--- src/rtl/rtr_ram.sv ---
`default_nettype none

module rtr_ram #(
  parameter int WIDTH = 8,
  parameter int DEPTH = 16
) (
  input  wire logic                     clk,
  input  wire logic                     we,
  input  wire logic [$clog2(DEPTH)-1:0] waddr,
  input  wire logic [WIDTH-1:0]         wdata,
  input  wire logic                     re,
  input  wire logic [$clog2(DEPTH)-1:0] raddr,
  output logic      [WIDTH-1:0]         rdata
);

  logic [WIDTH-1:0] mem [DEPTH];

  always_ff @(posedge clk) begin
    if (we) begin
      mem[waddr] <= wdata;
    end
    // read data holds while no read is issued
    if (re) begin
      rdata <= mem[raddr];
    end
  end

endmodule

`default_nettype wire

--- config.mk ---
export PLATFORM = sky130hd
export DESIGN_NAME = rtr_ram
export DESIGN_NICKNAME = d
export VERILOG_FILES = /design/src/rtl/rtr_ram.sv
export SDC_FILE = /design/constraint.sdc
export NUM_CORES = 1
export LEC_CHECK = 0
export BUFFER_PORTS_ARGS = -buffer_cell sky130_fd_sc_hd__buf_2
export CAP_MARGIN = 20
export CORE_ASPECT_RATIO = 1.75
export CORE_MARGIN = 1
export CORE_UTILIZATION = 35
export CTS_BUF_LIST = sky130_fd_sc_hd__clkbuf_16
export CTS_CLUSTER_SIZE = 10
export DETAILED_ROUTE_END_ITERATION = 12
export PLACE_DENSITY_LB_ADDON = 0.3
export SLEW_MARGIN = 25
export SYNTH_ARGS = -nofsm -noshare
export SYNTH_HDL_FRONTEND = slang
export SYNTH_SLANG_ARGS = --single-unit
--- constraint.sdc ---
create_clock -name clk -period 4.05 [get_ports clk]
set_clock_uncertainty 0.1 [all_clocks]
set_input_delay 0.405 -clock clk [delete_from_list [all_inputs] [get_ports clk]]
set_output_delay 0.405 -clock clk [all_outputs]
set_load 0.005 [all_outputs]
======== Yosys cells after proc, flatten, opt, wreduce, memory -nomap -nowiden ========
Memory sizes are Yosys's and may differ from the RTL's. A register that Yosys moved wholly into a read port is not among the register bits.
Cells that the tools add are included.
storage, ports and cells
  memories ................................ 1
  register bits after elaboration ......... 0
  input port bits ......................... 19
  output and inout port bits .............. 8
  word-level logic and storage cells ...... 3
  bits in writable memories ............... 128
memories
  name  words  bits a word  read ports  clocked after Yosys merged registers in  write ports  line  source
  mem   16     8            1           1                                        1            16    logic [WIDTH-1:0] mem [DEPTH];
operators by class
  multiplexer cells ....................... 2
operators by type and width
  kind     count
  $mux W1  2

======== Longest topological paths before layout ========
  word-level depth ........................ 2
  gate-level depth with buffers ........... 5
  gate-level depth less buffers ........... 3

======== Worst setup path after synthesis ========
OpenSTA, ideal clock, no wires.
  path kind ............................... input-to-reg
  from .................................... input port waddr[2]
  to ...................................... memory mem[0][0] (enable)
  buffers on the path ..................... 0
  setup time .............................. 0.383 ns
  stages .................................. 2
  slack ................................... 2.052 ns
  data required time ...................... 3.567 ns
  arrival time ............................ 1.515 ns
  cell sequence ........................... or3b_2 nor3_1
RTL lines
  what         line  source
  from (decl)  9     input wire logic [$clog2(DEPTH)-1:0] waddr,
  to (decl)    16
Straight into the memory's write port.

==> summary by stage <==
Synth
The number of nets handed over by synthesis was 248. Yosys printed 0 warnings. A synthesized cell averages 22.8 sq um. Ranked by total cell area, the synthesized netlist is headed by sky130_fd_sc_hd__edfxtp_1 78%, sky130_fd_sc_hd__mux4_2 7.8%, sky130_fd_sc_hd__mux4_1 7.0%. The number of different library cells in the post-synthesis netlist is 18.

The most common cell in the synthesized netlist is sky130_fd_sc_hd__edfxtp_1. In the synthesized netlist the async set-or-reset flop fraction comes to 0%. In this run, synthesis inferred 136 flip-flops with an integrated enable. sky130_fd_sc_hd__edfxtp_1 takes more of the synthesized area than any other cell. The instance count of the mapped netlist is 229.

In the synthesized netlist the dominant register cell turns out to be sky130_fd_sc_hd__edfxtp_1. The top-area cell type share of the netlist area is 78.1%. The register bit count reported by yosys is 136.

Counting instances in the post-synthesis netlist gives the leading cell types as 136 x sky130_fd_sc_hd__edfxtp_1, 18 x sky130_fd_sc_hd__mux4_2, 16 x sky130_fd_sc_hd__a22oi_1, 14 x sky130_fd_sc_hd__mux4_1, 13 x sky130_fd_sc_hd__nor2_1. The synthesized netlist occupies a cell area of 0.00523 sq mm. Sequential elements use 78.1% of the synthesized area.

Power and ir drop
Summed over all nets, the switching power comes to 0.000659 W. For this design the ratio of total power to cell area is 532 mW/mm^2. The power share of the combinational group is 4.2%. The largest vdd supply drop is 0.000255 V.

The internal power of the cells totals 0.00261 W. In this run, the clock network consumes 47.1% of the power. In this run, flip-flops and latches consume 48.7% of the power. The leakage component of the power is 2.02 nW. The switching part of the total is 20.1%.

Finish
After routing the design area is 0.00615 sq mm. After the last flow step, the layout net total stands at 287. In the final layout, the share of cells above drive strength 1 is 30.2%.

The area growth from synthesis to layout is 17.7%. The repair_antennas step left the layout with diodes totalling 0. The final design utilization is 42.4%.

Clocking
The post-CTS clock slew at the launch and capture registers of the worst setup and hold paths is 60 ps. The number of cells upsized or downsized after cts is 0. For the worst-skew pair, the clock arrives at the later sink with an insertion delay of 410 ps. The clock net in this run drives a total of 136 sinks. The CTS tree is done.

TritonCTS created 17 clock buffers. The cell sitting at the root of the clock tree is a sky130_fd_sc_hd__clkbuf_16. For this design, the CTS-stage hold fixing added 0 buffers. The number of buffers between clock root and the deepest sink is 2. Post-CTS timing repair inserted 0 buffers for setup. The H-tree was split into 4 levels.

Worst hold path
The tightest min-delay check is of the input port to flip-flop type. Along the worst hold path, the cell count comes to 1.

Route
The violation count after the first detailed-route iteration is 203. The via density per instance is 5.18. After detailed routing, the average wire length per cell comes to 22.2 um.

The routed layout has 2390 vias. Wires add up to 10.2 mm. The pre-antenna-repair detailed-routing pass consisted of 4 iterations. The remaining antenna violation count is 0. The DRC violation count after routing is 0.

GRT
The met3 demand-to-capacity share in global routing is 3.82%. The total routing resource utilization after global routing is 15.0%. The total grt overflow is 0. The via count of the first global-routing pass came to 2577.

The first-pass GRT wire length is 15.5 mm. The largest net degree at the start of global routing is 33. In the global route stage, met2 resource usage came out at 24.9%.

The layer carrying the most global-route usage is met2. The number of antenna violations at the first check in global routing is 0. Global routing consumed, on the met1 layer, 17.2% of the routing resources.

STA
Setup violations remaining at the end of the flow were counted as 0. In this run the tightest slew margin relative to its limit is 31.4%. The final worst-path setup slack is 1980 ps. Setup repair after global routing left no endpoint under its margin. For this run, the top clock speed supported by timing is 483 MHz. The post-route setup TNS is 0 ps.

The number of endpoints with negative hold slack in the final report was 0. The final count of pins violating max slew was 0. The portion of the clock cycle consumed by the worst path in the final layout is 51.1%. The clock period could shrink to 2070 ps. The worst-case hold slack is 235 ps.

The transition time at the pin with the least slew margin is 1030 ps.

Floorplanning
The initial core utilization is 36.0%. Pin placement for this block handled 27 I/O pins. The floorplan step defined a die boundary enclosing 0.0154 sq mm. After floorplanning, the core was sized to cover 0.0145 sq mm. The vertical die dimension is 164 um. Row generation in the floorplan step produced 58 rows. Measured along the x axis, the die boundary spans 94.4 um.

Worst setup path
The worst setup path is launched from an input port. STA classifies the critical path endpoint as a flip-flop. STA puts the critical path data arrival time at 2120 ps. The critical path class is input port to flip-flop. Measured in cells, the most critical reg-to-reg path has a length of 3.

STA puts the critical path data required time at 4100 ps. The maximum fanout encountered on the critical timing path is 20.

Job
The max-capacitance violation count is 0.

Place
After detailed placement, the total cell area comes to 0.00554 sq mm. The routability-driven placement congestion ratio is 0.700. Detailed placement ended at an HPWL of 6.69 mm. Timing analysis after detailed placement gives a worst setup slack of 1510 ps. The quantity of I/O buffers inserted on ports is 26.

Outcome
The flow ran to the end, and the final reports show no timing, DRC or antenna violations.
layout by cell type, fill, tap and decap left out:
cell	count
sky130_fd_sc_hd__nand2_1	9
sky130_fd_sc_hd__bufinv_16	3
sky130_fd_sc_hd__nor2_2	4
sky130_fd_sc_hd__mux4_2	18
sky130_fd_sc_hd__nand3b_1	2
sky130_fd_sc_hd__buf_4	4
sky130_fd_sc_hd__inv_1	1
sky130_fd_sc_hd__clkinv_1	1
sky130_fd_sc_hd__nand2b_1	2
sky130_fd_sc_hd__mux4_1	14
sky130_fd_sc_hd__edfxtp_1	136
sky130_fd_sc_hd__nor3_2	2
sky130_fd_sc_hd__clkbuf_16	17
sky130_fd_sc_hd__inv_6	2
sky130_fd_sc_hd__nor3_1	2
sky130_fd_sc_hd__a22oi_1	16
sky130_fd_sc_hd__buf_2	26
sky130_fd_sc_hd__clkinvlp_4	2
sky130_fd_sc_hd__nand3_1	1
sky130_fd_sc_hd__nor2_1	9
sky130_fd_sc_hd__clkinv_4	5
sky130_fd_sc_hd__and2b_1	1
sky130_fd_sc_hd__and2_1	1
sky130_fd_sc_hd__or3b_2	1
sky130_fd_sc_hd__nor2b_1	1
sky130_fd_sc_hd__clkinv_2	1
sequential cells by signal, indices dropped and copies added (netlist names):
register,flops
mem,128
rdata,8
logic make-up after synthesis:
kind of cell           count (synthesis)  share of synthesized area (%)
flip-flops                           136                           78.1
AND/OR/NAND/NOR                       35                           3.14
multiplexers                          32                           14.8
AO/OA/AOI/OAI                         16                           2.30
buffers and inverters                 10                           1.65
routing by layer:
layer	share of wire, %	routed length (um)
met5	0	0
met1	39	4030
met4	3.4	350
met2	53	5420
met3	4.3	441
cell type report:
class,instances,area [sq um]
clock buffer,17,425
timing repair buffer,30,160
multi-input combinational,83,1080
tap,180,225
fill,1256,8360
clock inverter,15,179
sequential,136,4080
final timing paths:
check	from	end	slack, ps
worst min register to register	mem[8][4]	rdata[4]	650
worst max register to register	mem[3][7]	rdata[7]	2440
worst max-delay path	raddr[0]	rdata[1]	1980
worst min-delay path	re	rdata[3]	230
metrics by stage:
step           power [W]  cells
6_report         0.00327    461
5_1_grt          0.00337    461
4_1_cts          0.00330    461
3_5_place_dp     0.00176    429
3_3_place_gp     0.00176    429
2_1_floorplan    0.00170    229
power groups by stage:
stage	Sequential [W]	Clock, W	Combinational [W]
final	0.00159	0.00154	0.000137
after global routing	0.00160	0.00162	0.000152
after CTS	0.00159	0.00157	0.000141
after detailed placement	0.00162	0	0.000141
after global placement	0.00162	0	0.000137
after floorplan	0.00162	0	0.0000800
critical path, cell delays in order:
cell and delay [ps]:
sky130_fd_sc_hd__buf_2 530, sky130_fd_sc_hd__buf_4 330, sky130_fd_sc_hd__mux4_1 560, sky130_fd_sc_hd__a22oi_1 200, sky130_fd_sc_hd__nand2_1 90
No activity file was read; power rests on OpenSTA's default activity.
