`src/rtl/rtr_pkg.sv`:
```
`default_nettype none

package rtr_pkg;

  localparam int COORD_W = 16;
  localparam int IDX_W   = 8;
  localparam int TOTAL_W = 9;

  // function codes of an input item
  localparam logic [1:0] FN_WR_NODE  = 2'd0;
  localparam logic [1:0] FN_WR_CHILD = 2'd1;
  localparam logic [1:0] FN_SEARCH   = 2'd2;

  typedef struct packed {
    logic signed [COORD_W-1:0] min_x;
    logic signed [COORD_W-1:0] max_x;
    logic signed [COORD_W-1:0] min_y;
    logic signed [COORD_W-1:0] max_y;
  } box_t;

  localparam int BOX_W = 4 * COORD_W;

endpackage

`default_nettype wire

```
`src/rtl/rtr_overlap.sv`:
```
`default_nettype none

module rtr_overlap
  import rtr_pkg::*;
(
  input  wire box_t node_box,
  input  wire box_t query_box,
  output logic      hit
);

  // closed on every edge
  assign hit = (node_box.min_x <= query_box.max_x) &&
               (node_box.max_x >= query_box.min_x) &&
               (node_box.min_y <= query_box.max_y) &&
               (node_box.max_y >= query_box.min_y);

endmodule

`default_nettype wire

```
`config.mk`:
```
export PLATFORM = sky130hd
export DESIGN_NAME = rtr_overlap
export DESIGN_NICKNAME = d
export VERILOG_FILES = /design/src/rtl/rtr_pkg.sv /design/src/rtl/rtr_overlap.sv
export SDC_FILE = /design/constraint.sdc
export NUM_CORES = 1
export LEC_CHECK = 0
export ABC_AREA = 1
export BUFFER_PORTS_ARGS = -buffer_cell sky130_fd_sc_hd__buf_2
export CAP_MARGIN = 20
export CORE_UTILIZATION = 48
export DETAILED_ROUTE_END_ITERATION = 16
export PLACE_DENSITY = 0.95
export SYNTH_ARGS = -nofsm -noshare
export SYNTH_HDL_FRONTEND = slang
export SYNTH_SLANG_ARGS = --single-unit
```
`constraint.sdc`:
```
create_clock -name vclk -period 4.16
set_clock_uncertainty 0.15 [all_clocks]
set_input_delay 0.832 -clock vclk [all_inputs]
set_output_delay 0.832 -clock vclk [all_outputs]
set_load 0.02 [all_outputs]
```
; ---- Word-level counts from Yosys, hierarchy flattened
; Index checks and enable logic that the tools add are counted.
[word_totals]
regBits = 0
latchBits = 0
mem_bits_rw = 0
rom_bits = 0
input_bits = 128
output_inout_bits = 1
wordCells = 7
mem_count = 0
[classes]
n_addsub = 0
n_mul = 0
div_mod_pow = 0
n_lt_le_gt_ge = 4
n_eq_ne = 0
shift = 0
mux = 0
n_bitwise = 0
n_reduce_logical = 3
[ops]
columns = cell, n
row1 = $ge 16x16->1, 2
row2 = $le 16x16->1, 2
row3 = $logic_and 1x1->1, 3

; ---- Logic depth before layout (Yosys ltp)
; Gate-level depths: netlist of run 1.
[logic_depth]
word_depth = 4
mapped_depth = 15
mapped_depth_nobuf = 15

; ---- Worst setup path after synthesis of run 1
; No wires, ideal clock.
[synth_path]
kind = input to output
start = input query_box[63] in the netlist's numbering
end = output hit
arrival_time_ps = 2106
required_time_ps = 3178
path_slack_ps = 1072
path_stages = 12
n_path_buf = 0
cell_sequence = inv_1 ha_1 nand2_1 nor2_2 nand2_2 nor2_4 nand2_2 nand3_2 nand2_1 nand3_1 nand2_1 nor2_1
[synth_via]
elab_chain_cells = 4
[synth_lines]
columns = element, line
row1 = "start, declared", rtr_overlap.sv:7  ; input wire box_t query_box,
row2 = $ge 16x16->1, rtr_overlap.sv:13  ; (node_box.max_x >= query_box.min_x) &&
row3 = $logic_and 1x1->1, rtr_overlap.sv:12  ; assign hit = (node_box.min_x <= query_box.max_x) &&
row4 = $logic_and 1x1->1, rtr_overlap.sv:13
row5 = $logic_and 1x1->1, rtr_overlap.sv:14  ; (node_box.min_y <= query_box.max_y) &&
row6 = "end, declared", rtr_overlap.sv:8  ; output logic hit
; No other way between the ends.

; ---- Worst setup path after layout of run 1
; Same ends and word-level chain as after synthesis.

==> impl_results.md, run 1 <==
- Initial DRT Pass Iterations: 4
- Post-route DRC: 0
- Vias after detailed routing: 2313
- Result of the run: finished, final reports clean
- Seq/Total Area, Yosys: 0%
- Most numerous cell on the critical path: sky130_fd_sc_hd__nand2_1
- Post-DP HPWL: ~4300 um
- Core area: 3720 um2
- Cell-by-cell listing of the critical path: buf_2 -> inv_1 -> ha_1 -> nand2_1 -> nor2_2 -> nand2_2 -> nor2_4 -> nand2_2 -> nand3_2 -> nand2_1 -> nand3_1 -> nand2_1 -> nor2_1 -> buf_2
- Wire length of the first global-routing pass: roughly 7700 um
- Number of flip-flops and latches: 0
- Register Area: 0 um2
- Combined area of the multi-input logic cells: between 1500 and 2000 um2
- Cell count after synthesis: approximately 320
- Post-synthesis net count: between 500 and 600
- Synthesized-area fraction occupied by and/or/nand/nor cells: between 20% and 30%
- Drt first-iter violations: 52
- Worst Path Class, Setup: in -> out
- Highest attainable clock frequency: approximately 300 MHz
- Xor-xnor portion of the synthesized cell area: 0%
- Num ports: roughly 130
- Cts hold-fix bufs: 0
- Static Leakage: ~1.9 nW
- Slew at the pin closest to its max-slew limit: 0.244 ns
- Critical path's slowest cell: sky130_fd_sc_hd__ha_1
- Layout cells sized above 1: 31.4%
- Number of diodes: 0
- Clock period minus worst slack: about 3.3 ns
- Layout overhead on the synthesized area: 37.5%
- Via count of the first global-routing pass: around 2200
- Count of synthesis-stage warnings from yosys: 0
- Count of port buffers added during placement: roughly 130
- Most common library cell in the layout ignoring fill and taps: sky130_fd_sc_hd__buf_2
- Crit-path max FO: 4
- Area of the die: 4180 um2
- Total routing usage reported by global routing: about 22%
- Count of final setup violators: 0
- Required time at the worst-slack endpoint: between 3 and 4 ns
- Post-synthesis adder-cell area fraction: around 43%
- Dominant combinational cell family by area after synthesis: adder cells
- Sum of negative setup slack: 0 ns
- Post-synthesis compound-gate area fraction: under 10%
- Number of routed nets with antenna violations: 0
- Antenna violations before repair: 0
- Overall overflow remaining after global route: 0
- Routed via count divided by cell count: 4.68
- Area of the mapped netlist: 1880 um2
- Die Y: about 65 um
- Startpoint types: input pin
- Effective utilization at floorplan: roughly half
- Gates resized, CTS repair: 0
- Largest net degree at the start of global routing: 5
- Number of buffers inserted to repair setup after CTS: 0
- Count of pins over their slew limit: 0
- Number of clock buffers in the layout: 0
- Floorplan row count: 22
- DIE WIDTH: 64.6 um
- Worst min-delay path category: in -> out
- Final design instance area without fill: 2590 um2
- Crit share post-route: between 70 and 80%
- Routed WL: 4590 um
- Core Util, Final: a little over two thirds
- Maximum capacitance violations: 0
- Mux cell area share after synthesis: 0%
- Worst VDD drop: around 45 uV
- Final count of hold timing violations: 0
- Wire length per cell after detailed routing: around 9.3 um
- Setup repair after global routing missed its margin: false
- Syn Area/Cell: about 6 um2
- Number of distinct library cells after synthesis: 15
- Final-layout fill cell count: roughly 330
- Endpoint kind of the worst setup timing path: output pin
- Most frequent cells in the layout: 129 x sky130_fd_sc_hd__buf_2, 97 x sky130_fd_sc_hd__inv_1, 83 x sky130_fd_sc_hd__nand2_1
- Final GP Congestion: around 0.82
- Placement-stage cell area: 2590 um2
- Total number of nets in the final design: 640
- PwrDens: ~90 nW/um2
- WP data arrival: 2.29 ns
- Slew margin rel.: a little over four fifths
- Slowest cell delay on critical path: between 0.3 and 0.4 ns
[final cells by class]
cell class,count,share of cell area [%]
multi-input combinational,220,58.7
timing repair buffer,129,25.0
inverter,97,14.1
tap,48,2.32
[where the power goes]
group | internal (mW) | switching (mW)
clock | 0 | 0
sequential | 0 | 0
combinational | 0.112 | 0.115
[synthesized netlist by cell type]
cell type	instances	share of area (%)
sky130_fd_sc_hd__a21oi_1	23	6.1
sky130_fd_sc_hd__nand2_2	4	1.3
sky130_fd_sc_hd__nor2_2	2	0.66
sky130_fd_sc_hd__ha_1	64	43
sky130_fd_sc_hd__a21o_1	2	0.80
sky130_fd_sc_hd__nor3_1	3	0.80
sky130_fd_sc_hd__nand2_1	83	17
sky130_fd_sc_hd__nand3_1	9	2.4
sky130_fd_sc_hd__nand4_1	8	2.7
sky130_fd_sc_hd__inv_1	97	19
sky130_fd_sc_hd__o21ai_0	3	0.80
sky130_fd_sc_hd__nand3_2	3	1.6
sky130_fd_sc_hd__o21bai_1	2	0.80
sky130_fd_sc_hd__nor2_4	2	1.2
sky130_fd_sc_hd__nor2_1	12	2.4
[logic make-up (layout without fill, tap and decap cells)]
kind of cell,count (synthesis),count (layout)
AO/OA/AOI/OAI,30,30
buffers and inverters,97,226
AND/OR/NAND/NOR,126,126
adder cells (fa/ha/maj),64,64
[per-layer routing]
| metal | global-route usage [%] | vias up | wire, um |
|---|---|---|---|
| li1 | - | 1242 | - |
| met1 | 21.0 | 973 | 1760 |
| met2 | 48.3 | 84 | 2480 |
| met3 | 1.58 | 14 | 235 |
| met4 | 6.11 | 0 | 121 |
| met5 | 0 | - | 0 |
[worst max-delay path: cells and delay by family]
kind,cells,cell delay [ns]
buf+inv,3,0.27
fa+ha+maj,1,0.33
simple gates,10,0.84
[worst paths after layout]
| path | slack (ns) | end | startpoint | cells after the start |
|---|---|---|---|---|
| min | 2.17 | hit | query_box[32] | 7 |
| max | 0.89 | hit | query_box[63] | 14 |
[metrics by stage]
step / hold WS (ns) / instances / total power [mW] / worst slack [ns]
after floorplan: 1.95 / 317 / 0.135 / 1.07
after global placement: 2.17 / 494 / 0.215 / 0.961
after detailed placement: 2.17 / 494 / 0.227 / 0.893
after CTS: 2.17 / 494 / 0.228 / 0.888
after global routing: 2.26 / 494 / 0.265 / 0.632
final: 2.17 / 494 / 0.227 / 0.887
Power figures use the tool's default switching activity.
==> run 2: changes to the inputs <==
--- a/config.mk
+++ b/config.mk
@@ -8,9 +8,9 @@
 export ABC_AREA = 1
 export BUFFER_PORTS_ARGS = -buffer_cell sky130_fd_sc_hd__buf_2
 export CAP_MARGIN = 20
-export CORE_UTILIZATION = 48
+export CORE_UTILIZATION = 44
 export DETAILED_ROUTE_END_ITERATION = 16
-export PLACE_DENSITY = 0.95
+export PLACE_DENSITY = 0.9
 export SYNTH_ARGS = -nofsm -noshare
 export SYNTH_HDL_FRONTEND = slang
 export SYNTH_SLANG_ARGS = --single-unit
==> constraint.sdc (replaced) <==
create_clock -name vclk -period 3.04
set_clock_uncertainty 0.15 [all_clocks]
set_input_delay 0.608 -clock vclk [all_inputs]
set_output_delay 0.608 -clock vclk [all_outputs]
set_load 0.02 [all_outputs]
==> impl_results.md, run 2 (same netlist as run 1, synthesis figures left out) <==
- Post-Place Worst Slack: 0.200 ns (-0.693 ns)
- Area of the die: 4540 um2 (+8.8%)
- Total routing usage reported by global routing: 19.7% (-2.3 points)
- Maximum capacitance violations: 0 (unchanged)
- Slew at the pin closest to its max-slew limit: 0.242 ns (-0.00183 ns)
- Pwr Total: 0.309 mW (+36%)
- Routed WL: 4520 um (-1.4%)
- Final design instance area without fill: 2590 um2 (about the same)
- Number of buffers inserted to repair setup after CTS: 0 (unchanged)
- Num ports: 129 (unchanged)
- Most frequent cells in the layout: 129 x sky130_fd_sc_hd__buf_2, 97 x sky130_fd_sc_hd__inv_1, 83 x sky130_fd_sc_hd__nand2_1
- Post-DP HPWL: 4370 um (+0.66%)
- Count of port buffers added during placement: 129 (unchanged)
- Die Y: 67.4 um (+4.3%)
- Register Area: 0 um2 (unchanged)
- Initial DRT Pass Iterations: 4 (unchanged)
- Crit share post-route: 93.7%
- Largest net degree at the start of global routing: 5 (unchanged)
- Core Util, Final: 63.8% (-5.8 points)
- Final count of hold timing violations: 0 (unchanged)
- Slew margin rel.: 83.7% (+0.12 points)
- Highest attainable clock frequency: 351 MHz
- Worst min-delay path category: in -> out
- Setup repair after global routing missed its margin: false
- Post-route DRC: 0 (unchanged)
- Antenna violations before repair: 0 (unchanged)
- Clock period minus worst slack: between 2 and 3 ns
- Cts hold-fix bufs: 0 (unchanged)
- Effective utilization at floorplan: 46.4% (-4.3 points)
- Drt first-iter violations: 21 (-60%)
- Result of the run: finished, final reports clean
- Worst VDD drop: 62.5 uV (+38%)
- Final Hold Slack: 1.74 ns (-0.434 ns)
- Final GP Congestion: 0.816 (-0.49%)
- Wire length of the first global-routing pass: 7280 um (-5.3%)
- Startpoint types: input pin
- Layout cells sized above 1: 31.4% (unchanged)
- Vias after detailed routing: 2284 (-1.3%)
- Count of pins over their slew limit: 0 (unchanged)
- Floorplan row count: 23 (+4.5%)
- Final Instance Count excl. Fillers: 496 (+0.40%)
- DIE WIDTH: 67.4 um (+4.3%)
- Layout overhead on the synthesized area: 37.6% (about the same)
- Core area: 4060 um2 (+9.2%)
- Placement-stage cell area: 2590 um2 (about the same)
- Worst Path Class, Setup: in -> out
- Total number of nets in the final design: 640 (unchanged)
- Worst-case setup margin in the final layout: 0.192 ns (-0.695 ns)
- Sum of negative setup slack: 0 ns (unchanged)
- Number of routed nets with antenna violations: 0 (unchanged)
- Routed via count divided by cell count: 4.60 (-1.7%)
- WP data arrival: 2.09 ns (-0.20 ns)
- PwrDens: 119 nW/um2 (+36%)
- Number of flip-flops and latches: 0 (unchanged)
- Overall overflow remaining after global route: 0 (unchanged)
- Placed insts: 496 (+0.40%)
- Crit-path max FO: 4 (unchanged)
- Required time at the worst-slack endpoint: 2.28 ns (-0.90 ns)
- Wire length per cell after detailed routing: 9.12 um (-1.8%)
- Endpoint kind of the worst setup timing path: output pin
- Count of final setup violators: 0 (unchanged)
- Static Leakage: 1.87 nW (unchanged)
- Number of diodes: 0 (unchanged)
- Hold-critical path depth: 7 (unchanged)
- Most common library cell in the layout ignoring fill and taps: sky130_fd_sc_hd__buf_2
- Gates resized, CTS repair: 0 (unchanged)
- Via count of the first global-routing pass: 2052 (-5.8%)
- Number of clock buffers in the layout: 0 (unchanged)
run 2: report_power, final:
part           internal (mW)  total [mW]  leakage (nW)  switching (mW)
registers                  0           0             0               0
clock network              0           0             0               0
logic                  0.153       0.309          1.87           0.156
total                  0.153       0.309          1.87           0.156
run 2: final cells by class:
cell class                      instances  area, um2
Fill cell                             383       1470
Inverter                               97        364
Multi-Input combinational cell        220       1520
Tap cell                               50       62.6
Timing Repair Buffer                  129        646
run 2: final timing paths:
path / start / endpoint / slack, ns
hold / removal: query_box[32] / hit / 1.74
setup / recovery: query_box[63] / hit / 0.19
run 2: routing by layer:
metal | wire length [um] | up-vias | global-route usage (%) | part of all wire (%)
li1 | - | 1241 | - | -
met4 | 46 | 0 | 2.39 | 1.0
met1 | 1780 | 966 | 19.0 | 39
met5 | 0 | - | 0 | 0
met3 | 244 | 6 | 1.86 | 5.4
met2 | 2450 | 71 | 44.0 | 54
run 2: critical path, stage by stage:
cell,delay (ns)
sky130_fd_sc_hd__buf_2,0.07
sky130_fd_sc_hd__inv_1,0.04
sky130_fd_sc_hd__ha_1,0.32
sky130_fd_sc_hd__nand2_1,0.10
sky130_fd_sc_hd__nor2_2,0.19
sky130_fd_sc_hd__nand2_2,0.09
sky130_fd_sc_hd__nor2_4,0.09
sky130_fd_sc_hd__nand2_2,0.07
sky130_fd_sc_hd__nand3_2,0.07
sky130_fd_sc_hd__nand2_1,0.05
sky130_fd_sc_hd__nand3_1,0.07
sky130_fd_sc_hd__nand2_1,0.05
sky130_fd_sc_hd__nor2_1,0.09
sky130_fd_sc_hd__buf_2,0.18
==> run 3: changes to the inputs <==
--- a/config.mk
+++ b/config.mk
@@ -6,11 +6,11 @@
 export NUM_CORES = 1
 export LEC_CHECK = 0
 export ABC_AREA = 1
-export BUFFER_PORTS_ARGS = -buffer_cell sky130_fd_sc_hd__buf_2
 export CAP_MARGIN = 20
-export CORE_UTILIZATION = 44
+export CORE_UTILIZATION = 48
 export DETAILED_ROUTE_END_ITERATION = 16
-export PLACE_DENSITY = 0.9
+export DONT_BUFFER_PORTS = 1
+export PLACE_DENSITY = 0.69
 export SYNTH_ARGS = -nofsm -noshare
 export SYNTH_HDL_FRONTEND = slang
 export SYNTH_SLANG_ARGS = --single-unit
==> impl_results.md, run 3 (same netlist as run 1, synthesis figures left out) <==
- Number of buffers inserted to repair setup after CTS: 0 (unchanged)
- Worst Path Class, Setup: in -> out
- Final Instance Count excl. Fillers: 366 (-26%)
- Total routing usage reported by global routing: 16.0% (-3.7 points)
- CP delay by family, top: simple AND/OR/NAND/NOR gates
- Cts hold-fix bufs: 0 (unchanged)
- Worst min-delay path category: in -> out
- Vias after detailed routing: 1760 (-23%)
- Floorplan row count: 22 (-4.3%)
- Hold-critical path depth: 6 (-1)
- Count of final setup violators: 0 (unchanged)
- Effective utilization at floorplan: 50.6% (+4.3 points)
- Pwr Total: 0.220 mW (-29%)
- Crit share post-route: 88.8% (-4.8 points)
- Die Y: 64.6 um (-4.1%)
- Final GP Congestion: 0.805 (-1.4%)
- Placed insts: 366 (-26%)
- Layout cells sized above 1: 3.77% (-28 points)
- Drt first-iter violations: 37 (+76%)
- Total buffers and inverters traversed by the critical path: 2 (-1)
- Layout overhead on the synthesized area: 3.59%
- Area of the die: 4180 um2 (-8.1%)
- Slowest cell delay on critical path: 0.32 ns (about the same)
- Cell-by-cell listing of the critical path: inv_1 -> ha_1 -> nand2_1 -> nor2_2 -> nand2_2 -> nor2_4 -> nand2_2 -> nand3_2 -> nand2_1 -> nand3_1 -> nand2_1 -> nor2_1 -> buf_4
- Routed via count divided by cell count: 4.81 (+4.4%)
- Most common library cell in the layout ignoring fill and taps: sky130_fd_sc_hd__inv_1
- Total number of nets in the final design: 512 (-20%)
- Number of diodes: 0 (unchanged)
- Largest net degree at the start of global routing: 5 (unchanged)
- Slew margin rel.: 83.8% (about the same)
- Count of port buffers added during placement: 0 (-100%)
- Clock period minus worst slack: 2.70 ns (-0.147 ns)
- Setup repair after global routing missed its margin: false
- Wire length of the first global-routing pass: 5700 um (-22%)
- PwrDens: 113 nW/um2 (-5.2%)
- DIE WIDTH: 64.6 um (-4.1%)
- Number of clock buffers in the layout: 0 (unchanged)
- Worst VDD drop: 51.0 uV (-18%)
- Number of routed nets with antenna violations: 0 (unchanged)
- Wire length per cell after detailed routing: 9.23 um (+1.2%)
- Initial DRT Pass Iterations: 4 (unchanged)
- Routed WL: 3380 um (-25%)
- Gates resized, CTS repair: 0 (unchanged)
- Combined area of the multi-input logic cells: 1520 um2 (unchanged)
- Register Area: 0 um2 (unchanged)
- Count of pins over their slew limit: 0 (unchanged)
- Via count of the first global-routing pass: 1560 (-24%)
- Number of flip-flops and latches: 0 (unchanged)
- Static Leakage: 1.36 nW (-27%)
- Crit-path max FO: 4 (unchanged)
- Core area: 3720 um2 (-8.4%)
- Startpoint types: input pin
- Final design instance area without fill: 1950 um2 (-25%)
- Post-DP HPWL: 3330 um (-24%)
- Hold Path End: hit
- Required time at the worst-slack endpoint: 2.28 ns (about the same)
- Critical path's slowest cell: sky130_fd_sc_hd__ha_1
- Maximum capacitance violations: 0 (unchanged)
- Number of gates on the worst path with buffers counted: 13 (-1)
- Num ports: 129 (unchanged)
- Post-route DRC: 0 (unchanged)
- Sum of negative setup slack: 0 ns (unchanged)
- Result of the run: finished, final reports clean
- WP data arrival: 1.94 ns (-0.15 ns)
- Final-layout fill cell count: 403 (+5.2%)
- Overall overflow remaining after global route: 0 (unchanged)
- Antenna violations before repair: 0 (unchanged)
- Placement-stage cell area: 1950 um2 (-25%)
- Most frequent cells in the layout: 97 x sky130_fd_sc_hd__inv_1, 83 x sky130_fd_sc_hd__nand2_1, 64 x sky130_fd_sc_hd__ha_1
- Startpoint of the lowest-slack hold path: query_box[32]
- Most numerous cell on the critical path: sky130_fd_sc_hd__nand2_1
- Highest attainable clock frequency: 370 MHz (+5.4%)
- Final count of hold timing violations: 0 (unchanged)
- Endpoint kind of the worst setup timing path: output pin
- Slew at the pin closest to its max-slew limit: 0.242 ns (-0.000721 ns)
[run 3: changes by cell type in the layout (fill, tap and decap cells not counted)]
cell	change
sky130_fd_sc_hd__buf_4	+1
sky130_fd_sc_hd__buf_2	-129
[run 3: cell type report]
cell class,instances,share of cell area [%]
multi-input cells,220,77.9
inverters,97,18.7
well taps,48,3.08
repair buffers,1,0.385
[run 3: worst max path at each step]
stage                        startpoint   to  slack [ns]
after floorplan           query_box[63]  hit        0.40
after global placement    query_box[31]  hit        0.35
after detailed placement  query_box[31]  hit        0.30
after CTS                 query_box[31]  hit        0.29
after global routing      query_box[63]  hit        0.15
final                     query_box[63]  hit        0.34
[run 3: routing by layer]
| metal | global-route usage (%) | vias to the layer above | wire, um |
|---|---|---|---|
| li1 | - | 985 | - |
| met1 | 17.7 | 703 | 1430 |
| met2 | 32.1 | 72 | 1610 |
| met3 | 3.87 | 0 | 338 |
| met4 | 0 | 0 | 0 |
| met5 | 0 | - | 0 |
[run 3: power by group]
| group | switching [mW] | internal (mW) |
|---|---|---|
| logic | 0.125 | 0.0958 |
| registers | 0 | 0 |
| clock network | 0 | 0 |
| total | 0.125 | 0.0958 |
[run 3: through the flow]
step / hold slack, ns / worst slack (ns) / utilization (%)
after global routing: 1.71 / 0.151 / 52.5
after CTS: 1.65 / 0.293 / 52.5
after detailed placement: 1.64 / 0.297 / 52.5
final: 1.63 / 0.339 / 52.5
after floorplan: 1.50 / 0.400 / -
after global placement: 1.64 / 0.345 / 52.5
